[config.mk]
export PLATFORM = sky130hd
export DESIGN_NAME = grid_neighbor_count_3x3_flat
export DESIGN_NICKNAME = d
export VERILOG_FILES = /design/src/hw/rtl/gnc_pkg.sv /design/src/hw/rtl/gnc_row_if.sv /design/src/hw/rtl/gnc_count_if.sv /design/src/hw/rtl/gnc_front.sv /design/src/hw/rtl/gnc_job_queue.sv /design/src/hw/rtl/gnc_back.sv /design/src/hw/rtl/grid_neighbor_count_3x3.sv /design/src/flat_wrapper.sv
export SDC_FILE = /design/constraint.sdc
export NUM_CORES = 1
export LEC_CHECK = 0
export ABC_AREA = 0
export BUFFER_PORTS_ARGS = -buffer_cell sky130_fd_sc_hd__buf_2
export CAP_MARGIN = 20
export CELL_PAD_IN_SITES_DETAIL_PLACEMENT = 1
export CELL_PAD_IN_SITES_GLOBAL_PLACEMENT = 2
export CORE_MARGIN = 3
export CORE_UTILIZATION = 44
export CTS_BUF_LIST = sky130_fd_sc_hd__clkbuf_4
export CTS_CLUSTER_SIZE = 8
export DETAILED_ROUTE_END_ITERATION = 12
export GPL_TIMING_DRIVEN = 0
export PLACE_DENSITY_LB_ADDON = 0.1
export SETUP_SLACK_MARGIN = 0.3
export SYNTH_ARGS = -nofsm -noshare
export SYNTH_HDL_FRONTEND = slang
export SYNTH_SLANG_ARGS = --single-unit
[constraint.sdc]
create_clock -name i_clk -period 6.6 [get_ports i_clk]
set_input_delay 0 -clock i_clk [delete_from_list [all_inputs] [get_ports i_clk]]
set_output_delay 0 -clock i_clk [all_outputs]
set_load 0.01 [all_outputs]
[src/hw/rtl/gnc_pkg.sv]
// Shared constants and types for the 3x3 grid neighbor counter.
// No dependencies; every other file imports this package.
package gnc_pkg;

    localparam int MAX_COLS = 32;
    localparam int ROW_W    = 32;
    localparam int NCOL_W   = $clog2(MAX_COLS + 1);
    localparam int COL_W    = 5;
    localparam int CNT_W    = 4;
    localparam int CFG_W    = 6;
    localparam int PADDR_W  = 3;
    localparam int PDATA_W  = 32;

    // Register indexes on the configuration port
    localparam logic REG_GRID_COLS = 1'b0;

    localparam logic [CFG_W-1:0] GRID_COLS_RESET = CFG_W'(32);

    // One row of counts to emit: the three rows of the window and its tags
    typedef struct packed {
        logic [ROW_W-1:0]  above;
        logic [ROW_W-1:0]  mid;
        logic [ROW_W-1:0]  below;
        logic [NCOL_W-1:0] ncols;
        logic              newest;
        logic              last;
    } t_job;

endpackage

[src/hw/rtl/gnc_row_if.sv]
// Input channel: one grid row per transfer.
// Depends on gnc_pkg for the row width.
interface gnc_row_if
    import gnc_pkg::*;
();
    logic             valid;
    logic             ready;
    logic [ROW_W-1:0] row_bits;
    logic             last_row;

    modport source (output valid, output row_bits, output last_row, input ready);
    modport sink   (input valid, input row_bits, input last_row, output ready);
endinterface

[src/hw/rtl/gnc_count_if.sv]
// Output channel: one cell count per transfer.
// Depends on gnc_pkg for field widths.
interface gnc_count_if
    import gnc_pkg::*;
();
    logic             valid;
    logic             ready;
    logic [CNT_W-1:0] cell_count;
    logic [COL_W-1:0] column;
    logic             newest_row;
    logic             last;

    modport source (output valid, output cell_count, output column,
                    output newest_row, output last, input ready);
    modport sink   (input valid, input cell_count, input column,
                    input newest_row, input last, output ready);
endinterface

[src/hw/rtl/gnc_front.sv]
// Front end: takes rows, keeps the two-row history and turns each row
// into zero, one or two count jobs. Depends on gnc_pkg and gnc_row_if.
module gnc_front
    import gnc_pkg::*;
(
    input  logic              i_clk,
    input  logic              i_rst_n,
    input  logic [NCOL_W-1:0] i_ncols,
    gnc_row_if.sink           i_row,
    input  logic              i_full,
    output logic              o_push,
    output t_job              o_job
);

    logic [ROW_W-1:0] r_older;
    logic [ROW_W-1:0] r_pending;
    logic             r_have;
    logic             r_hold;
    t_job             r_job_b;

    logic [ROW_W-1:0] mask;
    logic [ROW_W-1:0] row_m;
    logic [ROW_W-1:0] pend_m;
    logic [ROW_W-1:0] older_new;
    logic             accept;
    t_job             job_a;
    t_job             job_b;

    // Take a row only when no second job waits and the queue has room
    assign i_row.ready = !r_hold && !i_full;
    assign accept      = i_row.valid && i_row.ready;

    // Mask rows to the columns in use and build the jobs
    always_comb begin
        mask      = ~({ROW_W{1'b1}} << i_ncols);
        row_m     = i_row.row_bits & mask;
        pend_m    = r_pending & mask;
        older_new = r_have ? pend_m : '0;

        job_a.above  = r_older & mask;
        job_a.mid    = pend_m;
        job_a.below  = row_m;
        job_a.ncols  = i_ncols;
        job_a.newest = 1'b0;
        job_a.last   = !i_row.last_row;

        job_b.above  = older_new;
        job_b.mid    = row_m;
        job_b.below  = '0;
        job_b.ncols  = i_ncols;
        job_b.newest = 1'b1;
        job_b.last   = 1'b1;
    end

    // Push the held final-row job first, else the job of the row taken now
    always_comb begin
        if (r_hold) begin
            o_push = !i_full;
            o_job  = r_job_b;
        end else begin
            o_push = accept && (r_have || i_row.last_row);
            o_job  = r_have ? job_a : job_b;
        end
    end

    // Advance the row history
    always_ff @(posedge i_clk) begin
        if (!i_rst_n) begin
            r_older   <= '0;
            r_pending <= '0;
            r_have    <= 1'b0;
            r_hold    <= 1'b0;
        end else if (accept) begin
            r_hold  <= r_have && i_row.last_row;
            r_job_b <= job_b;
            if (i_row.last_row) begin
                r_older   <= '0;
                r_pending <= '0;
                r_have    <= 1'b0;
            end else begin
                r_older   <= older_new;
                r_pending <= row_m;
                r_have    <= 1'b1;
            end
        end else if (r_hold && !i_full) begin
            r_hold <= 1'b0;
        end
    end

endmodule

[src/hw/rtl/gnc_job_queue.sv]
// Two-entry queue of count jobs between the front end and the back end.
// Depends on gnc_pkg for the job type.
module gnc_job_queue
    import gnc_pkg::*;
(
    input  logic i_clk,
    input  logic i_rst_n,
    input  logic i_push,
    input  t_job i_job,
    output logic o_full,
    input  logic i_pop,
    output logic o_valid,
    output t_job o_job
);

    t_job       r_mem [2];
    logic       r_wr;
    logic       r_rd;
    logic [1:0] r_cnt;

    assign o_full  = r_cnt == 2'd2;
    assign o_valid = r_cnt != 2'd0;
    assign o_job   = r_mem[r_rd];

    // Store a job
    always_ff @(posedge i_clk) begin
        if (i_push && !o_full) begin
            r_mem[r_wr] <= i_job;
        end
    end

    // Move pointers and the fill count
    always_ff @(posedge i_clk) begin
        if (!i_rst_n) begin
            r_wr  <= 1'b0;
            r_rd  <= 1'b0;
            r_cnt <= 2'd0;
        end else begin
            if (i_push && !o_full) begin
                r_wr <= !r_wr;
            end
            if (i_pop && o_valid) begin
                r_rd <= !r_rd;
            end
            unique case ({i_push && !o_full, i_pop && o_valid})
                2'b10:   r_cnt <= r_cnt + 2'd1;
                2'b01:   r_cnt <= r_cnt - 2'd1;
                default: r_cnt <= r_cnt;
            endcase
        end
    end

endmodule

[src/hw/rtl/gnc_back.sv]
// Back end: walks the columns of the head job, one count per cycle unless the
// output stalls, into an output register. Depends on gnc_pkg and gnc_count_if.
module gnc_back
    import gnc_pkg::*;
(
    input  logic        i_clk,
    input  logic        i_rst_n,
    input  logic        i_valid,
    input  t_job        i_job,
    output logic        o_pop,
    gnc_count_if.source o_count
);

    logic [COL_W-1:0] r_col;
    logic             r_valid;
    logic [CNT_W-1:0] r_count;
    logic [COL_W-1:0] r_column;
    logic             r_newest;
    logic             r_last;

    logic             advance;
    logic             last_col;
    logic [ROW_W:0]   sh_above;
    logic [ROW_W:0]   sh_mid;
    logic [ROW_W:0]   sh_below;
    logic [CNT_W-1:0] count;

    assign advance  = i_valid && (!r_valid || o_count.ready);
    assign last_col = {1'b0, r_col} == (i_job.ncols - NCOL_W'(1));
    assign o_pop    = advance && last_col;

    // Sum the three bits around the current column in each row
    always_comb begin
        sh_above = {i_job.above, 1'b0} >> r_col;
        sh_mid   = {i_job.mid,   1'b0} >> r_col;
        sh_below = {i_job.below, 1'b0} >> r_col;
        count = CNT_W'(sh_above[0]) + CNT_W'(sh_above[1]) + CNT_W'(sh_above[2])
              + CNT_W'(sh_mid[0])   + CNT_W'(sh_mid[1])   + CNT_W'(sh_mid[2])
              + CNT_W'(sh_below[0]) + CNT_W'(sh_below[1]) + CNT_W'(sh_below[2]);
    end

    // Step the column counter and load the output register
    always_ff @(posedge i_clk) begin
        if (!i_rst_n) begin
            r_col   <= '0;
            r_valid <= 1'b0;
        end else begin
            if (advance) begin
                r_col   <= last_col ? '0 : r_col + COL_W'(1);
                r_valid <= 1'b1;
            end else if (o_count.ready) begin
                r_valid <= 1'b0;
            end
        end
    end

    always_ff @(posedge i_clk) begin
        if (advance) begin
            r_count  <= count;
            r_column <= r_col;
            r_newest <= i_job.newest;
            r_last   <= i_job.last && last_col;
        end
    end

    assign o_count.valid      = r_valid;
    assign o_count.cell_count = r_count;
    assign o_count.column     = r_column;
    assign o_count.newest_row = r_newest;
    assign o_count.last       = r_last;

endmodule

[src/hw/rtl/grid_neighbor_count_3x3.sv]
// Mine counter over a binary grid that arrives one row per transfer. Each
// row's counts leave one column per cycle, set by the column walk in the
// back end, while the output is not stalled. A row's counts start once
// the row below it arrives; the final row also sends its own counts.
// A two-entry job queue lets rows be taken while earlier counts drain.
// grid_cols (address 0) sets the columns in use; 0 acts as 1, above 32 as 32.
// Depends on gnc_pkg, gnc_row_if, gnc_count_if, gnc_front, gnc_job_queue
// and gnc_back.
module grid_neighbor_count_3x3
    import gnc_pkg::*;
(
    input  logic               i_clk,
    input  logic               i_rst_n,
    input  logic               psel,
    input  logic               penable,
    input  logic               pwrite,
    input  logic [PADDR_W-1:0] paddr,
    input  logic [PDATA_W-1:0] pwdata,
    output logic [PDATA_W-1:0] prdata,
    output logic               pready,
    gnc_row_if.sink            i_row,
    gnc_count_if.source        o_count
);

    logic [CFG_W-1:0]  r_grid_cols;
    logic [NCOL_W-1:0] ncols;
    logic              push;
    logic              full;
    logic              pop;
    logic              q_valid;
    t_job              push_job;
    t_job              head_job;

    assign pready = 1'b1;
    assign prdata = (paddr[2] == REG_GRID_COLS) ? PDATA_W'(r_grid_cols) : '0;

    // Write the column count register
    always_ff @(posedge i_clk) begin
        if (!i_rst_n) begin
            r_grid_cols <= GRID_COLS_RESET;
        end else if (psel && penable && pwrite && paddr[2] == REG_GRID_COLS) begin
            r_grid_cols <= pwdata[CFG_W-1:0];
        end
    end

    // Clamp the column count to the supported range
    always_comb begin
        priority if (r_grid_cols == '0) begin
            ncols = NCOL_W'(1);
        end else if (r_grid_cols > CFG_W'(MAX_COLS)) begin
            ncols = NCOL_W'(MAX_COLS);
        end else begin
            ncols = NCOL_W'(r_grid_cols);
        end
    end

    gnc_front u_front (
        .i_clk   (i_clk),
        .i_rst_n (i_rst_n),
        .i_ncols (ncols),
        .i_row   (i_row),
        .i_full  (full),
        .o_push  (push),
        .o_job   (push_job)
    );

    gnc_job_queue u_queue (
        .i_clk   (i_clk),
        .i_rst_n (i_rst_n),
        .i_push  (push),
        .i_job   (push_job),
        .o_full  (full),
        .i_pop   (pop),
        .o_valid (q_valid),
        .o_job   (head_job)
    );

    gnc_back u_back (
        .i_clk   (i_clk),
        .i_rst_n (i_rst_n),
        .i_valid (q_valid),
        .i_job   (head_job),
        .o_pop   (pop),
        .o_count (o_count)
    );

endmodule
[src/flat_wrapper.sv]
// flat-port wrapper written by rule: the top's interface ports become plain ports
module grid_neighbor_count_3x3_flat import gnc_pkg::*;
  (i_clk, i_rst_n, psel, penable, pwrite, paddr, pwdata, prdata, pready, i_row_valid, i_row_row_bits, i_row_last_row, i_row_ready, o_count_valid, o_count_cell_count, o_count_column, o_count_newest_row, o_count_last, o_count_ready);
  gnc_row_if i_row_i ();
  gnc_count_if o_count_i ();
  input  logic i_clk;
  input  logic i_rst_n;
  input  logic psel;
  input  logic penable;
  input  logic pwrite;
  input  logic [PADDR_W-1:0] paddr;
  input  logic [PDATA_W-1:0] pwdata;
  output logic [PDATA_W-1:0] prdata;
  output logic pready;
  input wire logic [$bits(i_row_i.valid)-1:0] i_row_valid;
  input wire logic [$bits(i_row_i.row_bits)-1:0] i_row_row_bits;
  input wire logic [$bits(i_row_i.last_row)-1:0] i_row_last_row;
  output wire logic [$bits(i_row_i.ready)-1:0] i_row_ready;
  output wire logic [$bits(o_count_i.valid)-1:0] o_count_valid;
  output wire logic [$bits(o_count_i.cell_count)-1:0] o_count_cell_count;
  output wire logic [$bits(o_count_i.column)-1:0] o_count_column;
  output wire logic [$bits(o_count_i.newest_row)-1:0] o_count_newest_row;
  output wire logic [$bits(o_count_i.last)-1:0] o_count_last;
  input wire logic [$bits(o_count_i.ready)-1:0] o_count_ready;
  assign i_row_i.valid = i_row_valid;
  assign i_row_i.row_bits = i_row_row_bits;
  assign i_row_i.last_row = i_row_last_row;
  assign i_row_ready = i_row_i.ready;
  assign o_count_valid = o_count_i.valid;
  assign o_count_cell_count = o_count_i.cell_count;
  assign o_count_column = o_count_i.column;
  assign o_count_newest_row = o_count_i.newest_row;
  assign o_count_last = o_count_i.last;
  assign o_count_i.ready = o_count_ready;
  grid_neighbor_count_3x3 u_core (.i_clk(i_clk), .i_rst_n(i_rst_n), .psel(psel), .penable(penable), .pwrite(pwrite), .paddr(paddr), .pwdata(pwdata), .prdata(prdata), .pready(pready), .i_row(i_row_i), .o_count(o_count_i));
endmodule
# Word-level counts from Yosys, hierarchy flattened
# Memories as Yosys holds them, arrays and structs flattened. A register that Yosys moved wholly into a read port is not among the register bits.
# Cells that the tools add are included.
dict set report classes {
  add_sub_neg 12
  order_cmp 1
  n_eq_ne 4
  shifts 4
  muxes 20
  bitwise_logic 5
  n_reduce_logical 27
}
# op n
set ops {}
lappend ops {{$mux W104} 2}
lappend ops {{$shr A33 B5 Y3} 3}
lappend ops {{$and A32 B32 Y32} 3}
lappend ops {{$mux W32} 3}
lappend ops {{$not A32 Y32} 1}
lappend ops {{$shl A32 B6 Y32 const A} 1}
lappend ops {{$add A4 B1 Y4} 5}
lappend ops {{$mux W6} 3}
lappend ops {{$logic_and A1 B1 Y1} 13}
lappend ops {{$mux W1} 10}
lappend ops {{$reduce_bool A2 Y1} 4}
lappend ops {{$eq A5 B6 Y1} 1}
lappend ops {{$gt A6 B6 Y1 const B} 1}
lappend ops {{$logic_not A1 Y1} 6}
lappend ops {{$logic_not A6 Y1} 1}
lappend ops {{$sub A6 B1 Y6 const B} 1}
lappend ops {{$add A5 B1 Y5 const B} 1}
lappend ops {{$mux W5} 1}
lappend ops {{$add A3 B1 Y4} 1}
lappend ops {{$eq A2 B2 Y1 const B} 2}
lappend ops {{$pmux W2 S2} 1}
lappend ops {{$add A2 B1 Y3} 1}
lappend ops {{$add A1 B1 Y2} 1}
lappend ops {{$add A2 B1 Y2 const B} 1}
lappend ops {{5 further kinds} 6}
dict set report word_totals {
  register_bits 163
  mem_bits_rw 208
  inputBits 75
  word_cells 91
  memories 1
}
# memory depth width read_ports rd_ports_with_merged_regs wr line_no
set mem_list {}
lappend mem_list {u_core.u_queue.r_mem 2 104 1 1 1 gnc_job_queue.sv:16} ;# t_job r_mem [2];

# Longest topological paths before layout
dict set report depth {
  depth_word 9
  ltp_mapped 17
  mapped_depth_nobuf 13
}

# Modules after synthesis
# Synthesis repeated with hierarchy kept, for this count alone.
dict set report hier_totals {
  cells_unflattened 1334
  area_unflattened_um2 18200.0
}
# module n_inst cells_each area_each_um2 seq_area_each_um2
set modules_own_cells {}
lappend modules_own_cells {gnc_job_queue 1 350 7754.9 6346.1}
lappend modules_own_cells {gnc_front 1 624 6677.7 3423.3}
lappend modules_own_cells {gnc_back 1 290 3224.3 450.4}
lappend modules_own_cells {grid_neighbor_count_3x3 1 70 543.0 120.1}

# Least setup slack after synthesis
# Ideal clock, no wire load.
dict set report synth_path {
  path_type {reg-to-reg}
  from {reg u_core.u_front.r_have}
  to {mem u_core.u_queue.r_mem[0][0] (netlist name), enable pin}
  arrival_ns 5.196
  slack_ns 0.835
  stages_incl_launch_ff 5
  path_buffers 1
  path_cell_list {dfxtp_1 clkbuf_1 o21a_1 o21ai_0 nor2_1}
}
dict set report synth_via {
  elab_chain_cells 6
}
# item line_no
set synth_lines {}
lappend synth_lines {{from (decl)} gnc_front.sv:17} ;# logic r_have;
lappend synth_lines {{from (signal assigned)} gnc_front.sv:71} ;# r_have <= 1'b0;
lappend synth_lines {{from (signal assigned)} gnc_front.sv:79} ;# r_have <= 1'b0;
lappend synth_lines {{from (signal assigned)} gnc_front.sv:83} ;# r_have <= 1'b1;
lappend synth_lines {{$logic_or A1 B1 Y1} gnc_front.sv:61} ;# o_push = accept && (r_have || i_row.last_row);
lappend synth_lines {{$logic_and A1 B1 Y1} gnc_front.sv:61}
lappend synth_lines {{$mux W1} gnc_front.sv:57} ;# if (r_hold) begin
lappend synth_lines {{$logic_and A1 B1 Y1} gnc_job_queue.sv:27} ;# if (i_push && !o_full) begin
lappend synth_lines {{$mux W1} gnc_job_queue.sv:27}
lappend synth_lines {{$mux W1 (implied by the code)} gnc_job_queue.sv:28} ;# r_mem[r_wr] <= i_job;
lappend synth_lines {{to (decl)} gnc_job_queue.sv:16}
# No other way between the ends.

# Worst setup path in the final report
dict set report layout_path {
  from {reg u_core.u_back.r_col[0]}
  to {reg u_core.u_back.r_count[1] (netlist: u_core.u_back.o_count.cell_count[1]), data pin}
}
dict set report layout_via {
  elab_chain_cells 9
  elab_cells_between_ends 11
  cone_classes {add/sub (8); shift (3)}
}
# item line_no
set layout_lines {}
lappend layout_lines {{from (decl)} gnc_back.sv:14} ;# logic [COL_W-1:0] r_col;
lappend layout_lines {{from (signal assigned)} gnc_back.sv:49} ;# r_col <= last_col ? '0 : r_col + COL_W'(1);
lappend layout_lines {{$shr A33 B5 Y3} gnc_back.sv:34} ;# sh_above = {i_job.above, 1'b0} >> r_col;
lappend layout_lines {{$add A1 B1 Y2} gnc_back.sv:37} ;# count = CNT_W'(sh_above[0]) + CNT_W'(sh_above[1]) + CNT_W'(sh_above[2])
lappend layout_lines {{$add A2 B1 Y3} gnc_back.sv:37}
lappend layout_lines {{$add A3 B1 Y4} gnc_back.sv:38} ;# + CNT_W'(sh_mid[0]) + CNT_W'(sh_mid[1]) + CNT_W'(sh_mid[2])
lappend layout_lines {{$add A4 B1 Y4 (2 in a row)} gnc_back.sv:38}
lappend layout_lines {{$add A4 B1 Y4 (2 in a row)} gnc_back.sv:39} ;# + CNT_W'(sh_below[0]) + CNT_W'(sh_below[1]) + CNT_W'(sh_below[2]);
lappend layout_lines {{$add A4 B1 Y4 *} gnc_back.sv:39}
lappend layout_lines {{via u_core.u_back.count[1]} gnc_back.sv:26} ;# logic [CNT_W-1:0] count;
lappend layout_lines {{to (signal assigned)} gnc_back.sv:59} ;# r_count <= count;
lappend layout_lines {{to (decl)} gnc_back.sv:16} ;# logic [CNT_W-1:0] r_count;
# The timed path passes the listed nets; every way through them passes the cells marked *.
# A chain may end at the register's enable or synchronous reset.

==> flow_summary_export.csv <==
group,metric,value,unit
outcome,status,"finished, final reports clean",
logic_synthesis,yosysWarningCount,0,
logic_synthesis,synth-seq-cells,372,
placed_design,dp_hpwl,46800,µm
cells_and_area,drive_gt1_share,22.2,%
worst_hold_path,hold_end,"u_core.u_front.r_pending[16]$_SDFFE_PN0P_",
logic_synthesis,async_flop_share,0,%
critical_path,crit_arrival,6.24,ns
route,vias,13500,
logic_synthesis,seq_area_frac_synth,57.9,%
route,drt-total-wl,64200,µm
sta,skew,0.0584,ns
clocking,htree_num_levels,3,
cells_and_area,nets,1781,
critical_path,r2r_cells,14,
critical_path,cp-end-kind,"register",
logic_synthesis,netlist.area_leader.share,48.6,%
route,firstDrtPassIters,5,
global_routing,grt_max_degree,32,
floorplan,design.core.area,0.0399,mm²
global_routing,grtUsageTotal,29.4,%
clocking,path_clk_slew,0.06,ns
global_routing,grt_overflow,0,
sta,min_period,5.69,ns
placed_design,numPortBuffers,64,
sta,setup_viol,0,
global_routing,grt_pass1_wl,92700,µm
floorplan,io_pins,121,
sta,tns,0,ns
global_routing,antenna_found_initial,2,
worst_hold_path,holdCritStartpoint,"i_row_row_bits[16]",
worst_hold_path,hold_class,"in2reg",
clocking,cts_root_buf,"clkbuf_4",
critical_path,timing.rr.end,"u_core.u_back.o_count.cell_count[1]$_DFFE_PP_",
route,drc,0,
floorplan,fp.dieArea,0.0431,mm²
floorplan,die_y,208,µm
cells_and_area,final_common_cell,"edfxtp_1",
sta,rsz0062_at_grt,"no",
route,drt_iter0_drc,1133,
logic_synthesis,synth_ff_type,"edfxtp_1",
critical_path,crit_path_start_kind,"register",
logic_synthesis,synth-edff-count,289,
sta,drv_slew,0,
sta,hold_viol_final,0,
sta,tightest_slew,1.03,ns
pwr,p_leak,7.90,nW
floorplan,die_x,208,µm
critical_path,r2r_slack,0.91,ns
clocking,cts_sinks,372,
critical_path,crit_required,7.15,ns
pwr,cellPowerDensity,268,mW/mm²
run,drv_cap,0,
floorplan,rows,73,
pwr,total_power,5.65,mW
critical_path,reg2reg_from,"u_core.u_back.r_col[0]$_SDFFE_PN0P_",
route,ant_nets,0,
sta,max-slew-margin-rel,30.7,%
logic_synthesis,synth_largest_area_cell,"edfxtp_1",
sta,hold_slack,0.0614,ns
global_routing,grt_pass1_vias,13800,
pwr,ir_drop,167,µV
clocking,cts_buffers,102,
clocking,cts_tree,"yes",
critical_path,path_max_fanout,10,
route,wire_per_inst,27.9,µm
logic_synthesis,syn_inst,1437,
placed_design,gp_congestion,0.911,
floorplan,start_util,44.8,%
logic_synthesis,syn_area,0.0179,mm²
cells_and_area,layout_common_cells,"289 x edfxtp_1, 162 x clkbuf_4, 141 x nor2_1",
clocking,clk_latency,0.81,ns
worst_hold_path,hold_depth,4,
clocking,clock_path_buffers,3,
route,vias_per_cell,5.88,
cells_and_area,syn_to_final_growth,17.9,%
logic_synthesis,synth_area_leaders,"edfxtp_1 49%, dfxtp_1 9.3%, mux2i_1 6.2%",
logic_synthesis,syn_avg_cell_area,12.4,µm²
critical_path,worstSetupPathType,"reg2reg",
sta,max_freq,176,MHz
logic_synthesis,ys_types,63,
sta,period_share,86.3,%
## metal layers
layer,vias up,global-route usage (%),part of all wire [%]
met4,2,11.6,3.7
li1,5957,-,-
met1,6858,38.7,41
met3,118,6.71,8.0
met5,-,0,0.020
met2,606,47.6,47
## state kept, by name (all words and copies together) (netlist names), 2 cells and up, named ones only
register	cells
u_core.u_queue.r_mem	208
u_core.u_front.r_job_b	70
u_core.u_front.r_older	32
u_core.u_front.r_pending	32
u_core.r_grid_cols	6
u_core.u_back.o_count.column	5
u_core.u_back.r_col	5
u_core.u_back.o_count.cell_count	4
u_core.u_queue.r_cnt	2
## cells in the mapped netlist, types with 6 or more instances
cell type	count
inv_1	30
mux2i_1	110
or3_1	6
a32oi_1	16
o211ai_1	10
and3_1	46
clkbuf_1	63
xnor2_1	9
a21oi_1	58
nand3_1	17
buf_6	9
nand2_1	95
edfxtp_1	289
a21o_1	11
buf_4	31
nor2_1	144
nand2b_1	11
buf_1	15
mux4_2	39
mux2_2	41
a22o_1	12
and2_1	18
o21ai_0	54
xor2_1	6
dfxtp_1	83
nor2b_1	19
a211o_1	6
a31oi_1	6
nor3_1	23
a32o_1	28
buf_2	15
a211oi_1	8
a22oi_1	38
## what timing repair did
action | 4_1_cts | 5_1_grt
buffers inserted | 0 | 0
setup endpoints to repair | 0 | 0
hold endpoints to repair | 197 | 0
hold buffers | 56 | 0
gates resized for setup | 0 | 0
## cell families after synthesis
family / synth area share (%)
flip-flops: 57.9
XOR/XNOR: 0.735
multiplexers: 14.4
other: 0.0420
adder cells (fa/ha/maj): 0.910
buffers and inverters: 4.78
AO/OA/AOI/OAI: 11.0
AND/OR/NAND/NOR: 10.3
## worst max path at each step
stage | from | to | slack, ns | cells past startpoint
after floorplan | u_core.u_front.r_have$_SDFFE_PN0P_ | u_core.u_queue.r_mem[0][0]$_DFFE_PP_ | 0.84 | 4
after global placement | u_core.u_front.r_have$_SDFFE_PN0P_ | u_core.u_queue.r_mem[0][19]$_DFFE_PP_ | -1.84 | 4
after detailed placement | u_core.u_back.r_col[0]$_SDFFE_PN0P_ | u_core.u_back.o_count.cell_count[1]$_DFFE_PP_ | 0.99 | 14
after CTS | u_core.u_back.r_col[0]$_SDFFE_PN0P_ | u_core.u_back.o_count.cell_count[1]$_DFFE_PP_ | 0.98 | 14
after global routing | u_core.u_back.r_col[0]$_SDFFE_PN0P_ | u_core.u_back.o_count.cell_count[2]$_DFFE_PP_ | 0.78 | 14
final | u_core.u_back.r_col[0]$_SDFFE_PN0P_ | u_core.u_back.o_count.cell_count[1]$_DFFE_PP_ | 0.91 | 14
## stage by stage
stage / std cells / util, % / cell area [µm²] / worst slack (ns)
6_report: 2304 / 52.8 / 21100 / 0.907
5_1_grt: 2304 / 52.8 / 21100 / 0.779
4_1_cts: 2303 / 52.8 / 21100 / 0.984
3_5_place_dp: 2061 / 48.0 / 19200 / 0.993
3_3_place_gp: 2051 / 47.4 / 18900 / -1.84
2_1_floorplan: 1462 / - / 18000 / 0.835
## worst max-delay path, cell delays in order (launching register included)
cell       delay, ns
dfxtp_1         0.35
buf_2           0.33
buf_1           0.64
buf_1           0.61
mux4_2          0.41
nand2_1         0.07
o21ai_0         0.09
o2111ai_1       0.28
o21ai_1         0.17
fa_1            0.58
fa_1            0.44
fa_1            0.46
fa_1            0.43
fa_1            0.56
inv_1           0.05
## report_power, final
group	leakage, nW	switching (mW)	internal [mW]	total, mW
Sequential	3.43	0.0422	2.67	2.71
Clock	0.806	0.971	1.14	2.11
Combinational	3.66	0.519	0.308	0.827
Total	7.90	1.53	4.12	5.65
## cell type report
type / instances / area, µm²
Sequential cell: 372 / 10300
Timing Repair Buffer: 130 / 1080
Multi-Input combinational cell: 921 / 6790
Fill cell: 4251 / 18900
Inverter: 35 / 131
Antenna cell: 1 / 2.50
Buffer: 134 / 722
Clock buffer: 162 / 1220
Tap cell: 525 / 657
Clock inverter: 24 / 119
Power figures use the tool's default switching activity.
